`src/ptc_pkg.sv`:
```
// Shared types, opcodes and constants for the pressure and temperature compensation block.
package ptc_pkg;

    localparam int CfgIdxW  = 2;
    localparam int CfgDataW = 64;

    localparam logic [CfgIdxW-1:0] REG_TEMP_COEF = 2'd0;
    localparam logic [CfgIdxW-1:0] REG_PRES_LOW  = 2'd1;
    localparam logic [CfgIdxW-1:0] REG_PRES_HIGH = 2'd2;
    localparam logic [CfgIdxW-1:0] REG_PRES_NINE = 2'd3;

    localparam int NumRegs = 4;
    localparam int RegIdxW = 3;

    // Accumulator constants of the compensation polynomials.
    localparam logic [63:0] FINE_OFFSET = 64'd128000;
    localparam logic [63:0] PRES_BASE   = 64'd1048576;
    localparam logic [63:0] PRES_SCALE  = 64'd3125;
    localparam logic [63:0] ROUND_HALF  = 64'd128;

    // Number of cycles of the bit-serial divider, one quotient bit each.
    localparam int DivCycles = 64;

    typedef struct packed {
        logic        action;
        logic [19:0] raw_sample;
    } t_in_item;

    typedef struct packed {
        logic               kind;
        logic signed [31:0] temperature;
        logic        [31:0] pressure;
        logic               divide_by_zero;
    } t_out_item;

    // Operand selectors for the shared multiplier.
    typedef enum logic [4:0] {
        OP_T_A,       // ((raw>>3)-(t1<<1))*t2
        OP_T_DD,      // d*d
        OP_T_B,       // (dd>>12)*t3
        OP_T_FIN,     // fine = a+b, temp out
        OP_P_AA,      // a*a
        OP_P_B6,      // aa*p6
        OP_P_A5,      // a*p5
        OP_P_A3,      // aa*p3
        OP_P_A2,      // a*p2
        OP_P_X1,      // ((1<<47)+a)*p1
        OP_P_NUM,     // numerator*3125
        OP_P_Q13,     // (p>>13)*(p>>13)
        OP_P_Q9,      // p9*that
        OP_P_Q8,      // p8*p
        OP_P_FIN      // final sum
    } t_op;

    typedef enum logic [2:0] {
        ST_IDLE,
        ST_MUL,
        ST_DIV,
        ST_OUT
    } t_state;

    // Commands from the controller to the datapath.
    typedef struct packed {
        logic load;
        logic mul_start;
        t_op  op;
        logic div_start;
        logic finish;
    } t_cmd;

    // Status from the datapath to the controller.
    typedef struct packed {
        logic mul_done;
        logic div_zero;
        logic div_done;
    } t_sts;

endpackage

```
`src/ptc_ctrl.sv`:
```
// Controller: steps the datapath through the temperature or pressure program.
module ptc_ctrl
    import ptc_pkg::*;
(
    input  logic i_clk,
    input  logic i_rst_n,
    input  logic i_in_valid,
    input  logic i_action,
    output logic o_in_ready,
    output logic o_out_valid,
    input  logic i_out_ready,
    input  t_sts i_sts,
    output t_cmd o_cmd
);

    t_state r_state, n_state;
    t_op    r_op, n_op;
    logic   r_go, n_go;
    logic   r_pres, n_pres;

    always_ff @(posedge i_clk) begin
        if (!i_rst_n) begin
            r_state <= ST_IDLE;
            r_op    <= OP_T_A;
            r_go    <= 1'b0;
            r_pres  <= 1'b0;
        end else begin
            r_state <= n_state;
            r_op    <= n_op;
            r_go    <= n_go;
            r_pres  <= n_pres;
        end
    end

    // Sequence of multiplier steps; the divide sits between the numerator and the tail.
    always_comb begin
        n_state     = r_state;
        n_op        = r_op;
        n_go        = 1'b0;
        n_pres      = r_pres;
        o_in_ready  = 1'b0;
        o_out_valid = 1'b0;
        o_cmd       = '0;
        o_cmd.op    = r_op;
        o_cmd.mul_start = r_go;
        case (r_state)
            ST_IDLE: begin
                o_in_ready = 1'b1;
                if (i_in_valid) begin
                    o_cmd.load = 1'b1;
                    n_pres     = i_action;
                    n_op       = i_action ? OP_P_AA : OP_T_A;
                    n_go       = 1'b1;
                    n_state    = ST_MUL;
                end
            end
            ST_MUL: begin
                if (i_sts.mul_done) begin
                    n_go = 1'b1;
                    case (r_op)
                        OP_T_A:   n_op = OP_T_DD;
                        OP_T_DD:  n_op = OP_T_B;
                        OP_T_B: begin
                            n_op = OP_T_FIN;
                            n_go = 1'b0;
                            n_state = ST_OUT;
                        end
                        OP_P_AA:  n_op = OP_P_B6;
                        OP_P_B6:  n_op = OP_P_A5;
                        OP_P_A5:  n_op = OP_P_A3;
                        OP_P_A3:  n_op = OP_P_A2;
                        OP_P_A2:  n_op = OP_P_X1;
                        OP_P_X1:  n_op = OP_P_NUM;
                        OP_P_NUM: begin
                            n_go = 1'b0;
                            n_state = ST_DIV;
                        end
                        OP_P_Q13: n_op = OP_P_Q9;
                        OP_P_Q9:  n_op = OP_P_Q8;
                        OP_P_Q8: begin
                            n_op = OP_P_FIN;
                            n_go = 1'b0;
                            n_state = ST_OUT;
                        end
                        default: begin
                            n_go = 1'b0;
                            n_state = ST_IDLE;
                        end
                    endcase
                end
            end
            ST_DIV: begin
                // Divisor zero skips the divide and the tail.
                if (r_op == OP_P_NUM) begin
                    if (i_sts.div_zero) begin
                        n_op    = OP_P_FIN;
                        n_state = ST_OUT;
                    end else begin
                        o_cmd.div_start = 1'b1;
                        n_op = OP_P_Q13;
                    end
                end else if (i_sts.div_done) begin
                    n_go    = 1'b1;
                    n_state = ST_MUL;
                end
            end
            ST_OUT: begin
                // Result registers load in the first cycle, then the transfer is offered.
                if (!r_go) begin
                    o_cmd.finish = 1'b1;
                    n_go         = 1'b1;
                    o_cmd.mul_start = 1'b0;
                end else begin
                    o_cmd.mul_start = 1'b0;
                    o_out_valid = 1'b1;
                    n_go        = 1'b1;
                    if (i_out_ready) begin
                        n_go    = 1'b0;
                        n_state = ST_IDLE;
                    end
                end
            end
            default: n_state = ST_IDLE;
        endcase
    end

    // The input is only taken while nothing is in flight.
    a_ready_idle: assert property (@(posedge i_clk) disable iff (!i_rst_n)
        o_in_ready |-> (r_state == ST_IDLE)) else $error("ready outside idle");
    a_no_overlap: assert property (@(posedge i_clk) disable iff (!i_rst_n)
        !(o_in_ready && o_out_valid)) else $error("ready and valid together");
    a_out_hold: assert property (@(posedge i_clk) disable iff (!i_rst_n)
        (o_out_valid && !i_out_ready) |=> o_out_valid) else $error("result dropped");
    a_div_path: assert property (@(posedge i_clk) disable iff (!i_rst_n)
        o_cmd.div_start |-> r_pres) else $error("divide on temperature item");

endmodule

```
`config.mk`:
```
export PLATFORM = sky130hd
export DESIGN_NAME = ptc_ctrl
export DESIGN_NICKNAME = d
export VERILOG_FILES = /design/src/ptc_pkg.sv /design/src/ptc_ctrl.sv
export SDC_FILE = /design/constraint.sdc
export NUM_CORES = 1
export LEC_CHECK = 0
export ABC_AREA = 0
export BUFFER_PORTS_ARGS = -buffer_cell sky130_fd_sc_hd__buf_2
export CAP_MARGIN = 20
export CORE_MARGIN = 1.5
export CORE_UTILIZATION = 50
export DETAILED_ROUTE_END_ITERATION = 8
export PLACE_DENSITY = 0.79
export SYNTH_ARGS = -nofsm -noshare
export SYNTH_HDL_FRONTEND = slang
export SYNTH_SLANG_ARGS = --single-unit
```
`constraint.sdc`:
```
create_clock -name i_clk -period 2.13 [get_ports i_clk]
set_clock_uncertainty 0.1 [all_clocks]
set_input_delay 0.639 -clock i_clk [delete_from_list [all_inputs] [get_ports i_clk]]
set_output_delay 0.639 -clock i_clk [all_outputs]
set_load 0.005 [all_outputs]
```
# After elaboration in Yosys (flattened, before gate mapping)
# Cells that the tools add are included.
[op_classes] n_addsub=0 multipliers=0 div=0 n_lt_le_gt_ge=0 n_eq_ne=24 shift=0 mux=34 bitwise=0 reduce_logical=7
[op_table] cell="5-bit one-hot mux with 12 select lines" n=1
[op_table] cell="5-bit by 4-bit equality test with 1-bit output, second input constant" n=6
[op_table] cell="3-bit 2-to-1 mux" n=9
[op_table] cell="5-bit by 3-bit equality test with 1-bit output, second input constant" n=4
[op_table] cell="1-bit 2-to-1 mux" n=17
[op_table] cell="5-bit 2-to-1 mux" n=3
[op_table] cell="5-bit one-hot mux with 3 select lines" n=1
[op_table] cell="13-bit by 11-bit inequality test with 1-bit output, second input constant" n=1
[op_table] cell="2-bit inequality test, second input constant" n=6
[op_table] cell="3-bit one-hot mux with 4 select lines" n=1
[op_table] cell="10-bit OR reduction" n=1
[op_table] cell="3-bit one-hot mux with 3 select lines" n=1
[op_table] cell="7-bit AND reduction" n=1
[op_table] cell="3-bit by 2-bit equality test with 1-bit output, second input constant" n=2
[op_table] cell="3-bit inequality test, second input constant" n=2
[op_table] cell="5-bit by 1-bit equality test with 1-bit output, second input constant" n=1
[op_table] cell="5-bit by 2-bit equality test with 1-bit output, second input constant" n=1
[op_table] cell="5-bit zero test" n=1
[op_table] cell="5-bit AND reduction" n=1
[op_table] cell="1-bit one-hot mux with 4 select lines" n=1
[op_table] cell="3-bit by 1-bit equality test with 1-bit output, second input constant" n=1
[op_table] cell="3-bit zero test" n=1
[op_table] cell="3-bit nonzero test" n=1
[op_table] cell="2-bit OR reduction" n=1
[word_totals] reg_bits=9 latch_bits=0 ramBits=0 mem_bits_ro=0 input_bits=8 out_inout_bits=11 wordCells=68 mem_count=0

# Longest topological paths before layout
[depth] depth_word=5 mapped_depth=7

# Least setup slack after synthesis
# Ideal clock, no wire load.
[synth_path] path_kind="input -> register" from="in i_in_valid" to="reg r_op[0]" setup_time_ps=70 arrival_ps=1602 required_ps=1960 slack_ps=358 path_stages=5 n_path_buf=0 path_cell_list="inv_1 a221oi_2 o211ai_2 or3b_1 a21oi_1"
[synth_between] elab_chain_len=2
[synth_lines] element="start, declared" line_no="ptc_ctrl.sv:7" rtl="input logic i_in_valid,"
[synth_lines] element="2-bit inequality test (no line)"
[synth_lines] element="5-bit AND reduction (no line)"
[synth_lines] element="end signal, assigned" line_no="ptc_ctrl.sv:29" rtl="r_op <= n_op;"
[synth_lines] element="end, declared" line_no="ptc_ctrl.sv:17" rtl="t_op r_op, n_op;"
# Every way passes these cells.
# A chain may end at the register's enable or synchronous reset.

==> metrics.md <==
| Metric | Value |
|---|---|
| Pwr dens | `569 mW/mm^2` |
| Vias in the first global route | `about 560` |
| Startpoint Class | `flop` |
| CTS Buffer Depth | `2` |
| Final net count | `around 120` |
| GRT Total Usage | `23.2%` |
| Final Instance Area | `a little over 800 sq um` |
| Peak VDD IR | `roughly 0.53 mV` |
| IO Pins | `19` |
| Routed length on met2 | `855 um` |
| Fin. max-slew vios | `0` |
| DRT iter0 DRCs | `31` |
| Setup Crit Path Kind | `flop to output pin` |
| Period Utilization, post-route | `95.8%` |
| Final setup viols | `0` |
| GRT Residual Overflow | `0` |
| Worst hold endpoint | `r_state[1]` |
| WL met1 | `between 700 and 800 um` |
| Routed wl met3 | `85 um` |
| Area Growth Syn to Fin | `20.9%` |
| Wire per inst | `~14 um` |
| Yosys Warn Count | `0` |
| Core footprint | `roughly 0.0013 sq mm` |
| Sw Pwr | `168 uW` |
| Status | `finished, final reports clean` |
| Critical Path Fanout Max | `10` |
| Gate Count Post-Synth | `roughly 90` |
| Die Span X | `approximately 40 um` |
| Yosys reg bits | `7` |
| TritonRoute pass-1 iters | `4` |
| Largest net degree at the start of global routing | `15` |
| Hold Path Class | `flop to flop` |
| Die ar. | `around 0.0016 sq mm` |
| Row count | `13` |
| Commonest non-fill, non-tap cell in the layout | `buf_2` |
| Worst EP arrival | `1.30 ns` |
| TritonCTS Buffers | `3` |
| Layout cells sized above 1 | `around 27%` |
| Post-synthesis cell type count | `38` |
| Clk pwr share | `between 20% and 30%` |
| Gate power share | `40.1%` |
| Commonest cells after routing, fill and taps aside | `buf_2, inv_1, nand2_1, dfxtp_1` |
| Reg2reg setup slack | `0.15 ns` |
| DP HPWL | `1.36 mm` |
| Syn_nets | `~100` |
| Int Pwr | `approximately 300 uW` |
| Hold Violations, Final | `0` |
| RSZ-0062 raised after global routing | `no` |
| DRC errors left | `0` |
| Hold_ws | `around 0.4 ns` |
| Root Driver | `clkbuf_4` |
| Sum Neg Setup Slack | `0 ns` |
| Hold path start | `r_state[1]` |
| CTS tree | `done` |
| Synth Cell Area | `682 sq um` |
| Pre-CTS setup slack | `roughly 0.10 ns` |
| Switching Fraction | `a little over a third` |
| Synth area leaders | `dfxtp_1, ha_1, nor2b_1` |
| I/O Buffers | `17` |
| Clock Sink Count | `7` |
| Initial antenna violation count | `0` |
| Later-pin clock latency in the skew report | `between 0.2 and 0.3 ns` |
| Routed WL | `roughly 1.8 mm` |
| Max-cap check violation count | `0` |
| H-tree levels | `1` |
| Seq/Total Area, Yosys | `20.6%` |
| Syn_area_per_cell | `between 7 and 8 sq um` |
| Vias per inst | `around 5.7` |
| Reg-to-reg startpoint | `r_state[0]` |
| Max Clk Rate | `approximately 490 MHz` |
| Worst EP required | `1.39 ns` |
| RR Endpoint | `r_op[0]` |
| Final WS setup | `around 0.09 ns` |
| Hold Path Cell Cnt | `2` |
| Die H | `roughly 40 um` |
| Vias | `between 700 and 800` |
| GPL Wtd Cong | `0.826` |
| ANT nets after route | `0` |
| Clock-pin slew on the worst setup and hold paths | `0.05 ns` |
| Initial Utilization | `53.1%` |
| Yosys top cell area share | `between 20% and 30%` |
| CP endpoint kind | `output pin` |
| Min cycle time layout | `~2 ns` |
| Area post-placement | `791 sq um` |
| Leak pwr | `~0.36 nW` |
| # diodes | `0` |
| Yosys top cell by area | `dfxtp_1` |
| Worst R2R Path Depth | `6` |
| Share of power burned in registers | `roughly 34%` |
| First-pass GRT wire length | `2.36 mm` |
| Uppermost layer routed | `met4` |
| Setup Buffers After CTS | `0` |
[metrics by stage]
stage               util (%)  std cells  power, mW
finish                  64.2        126      0.469
global route            64.2        126      0.496
CTS                     63.6        126      0.468
detailed placement      61.5        122      0.346
global placement        61.5        122      0.338
floorplan                  -         92      0.287
[what timing repair did]
| item | CTS | global route |
|---|---|---|
| setup endpoints to repair | 0 | 2 |
| resized for setup | 0 | 2 |
| hold buffers | 0 | 0 |
[worst max-delay path: stages, from the launching register on]
cell and delay, ns:
dfxtp_1 0.40, nand4bb_1 0.29, nor3b_2 0.22, buf_2 0.14
[flip-flops by register name (all words and copies together), names as in the netlist]
signal / flops
r_state: 2
r_op: 4
r_go: 1
[cells in the mapped netlist (all sizes together)]
cell type	instances
inv	9
dfxtp	7
nand2	7
a21oi	6
buf	6
nor2b	6
o21ai	6
nor2	5
a221oi	4
ha	4
nand3	4
o31ai	3
and2	2
clkbuf	2
o211ai	2
a2111o	1
a211o	1
a222oi	1
a22oi	1
a32o	1
and3b	1
and4b	1
conb	1
mux2i	1
nand3b	1
nand4b	1
nand4bb	1
nor3	1
nor3b	1
nor4b	1
or2	1
or3	1
or3b	1
xnor2	1
[worst max path at each step]
stage | from | endpoint | slack, ns | depth (start not counted)
5_1_grt | r_state[0] | r_op[0] | 0.02 | 6
6_report | r_op[2] | o_cmd[1] | 0.09 | 3
4_1_cts | r_op[2] | o_cmd[1] | 0.03 | 3
2_1_floorplan | i_in_valid | r_op[0] | 0.36 | 5
3_3_place_gp | i_in_valid | r_op[0] | 0.22 | 6
3_5_place_dp | r_state[1] | r_op[0] | 0.10 | 6
[power by group through the flow]
stage	Clock, mW	Sequential [mW]	Combinational (mW)
6_report	0.120	0.162	0.188
5_1_grt	0.129	0.163	0.203
4_1_cts	0.123	0.161	0.183
3_5_place_dp	0	0.164	0.182
3_3_place_gp	0	0.163	0.176
2_1_floorplan	0	0.156	0.131
[metal layers]
layer	vias to the layer above	global-route usage, %
li1	366	-
met1	326	28.2
met2	28	38.7
met3	4	1.67
met4	0	15.5
met5	-	0
[cells by family after synthesis]
group	count (synthesis)	synth area share [%]
AOI/OAI and AO/OA	26	28.1
adders and majority gates	4	7.34
xor gates and xnor gates	1	1.28
other	1	0.550
buffers and inverters	17	10.8
DFF	7	20.5
and+or+nand+nor	35	29.9
muxes	1	1.47
[final cells by class]
class,instances,area [sq um]
Sequential cell,7,140
Timing Repair Buffer,23,130
Inverter,9,33.8
Multi-Input combinational cell,68,475
Clock buffer,4,26.3
Fill cell,124,460
Tap cell,15,18.8
Note: power is estimated with default switching activity, not from simulation.
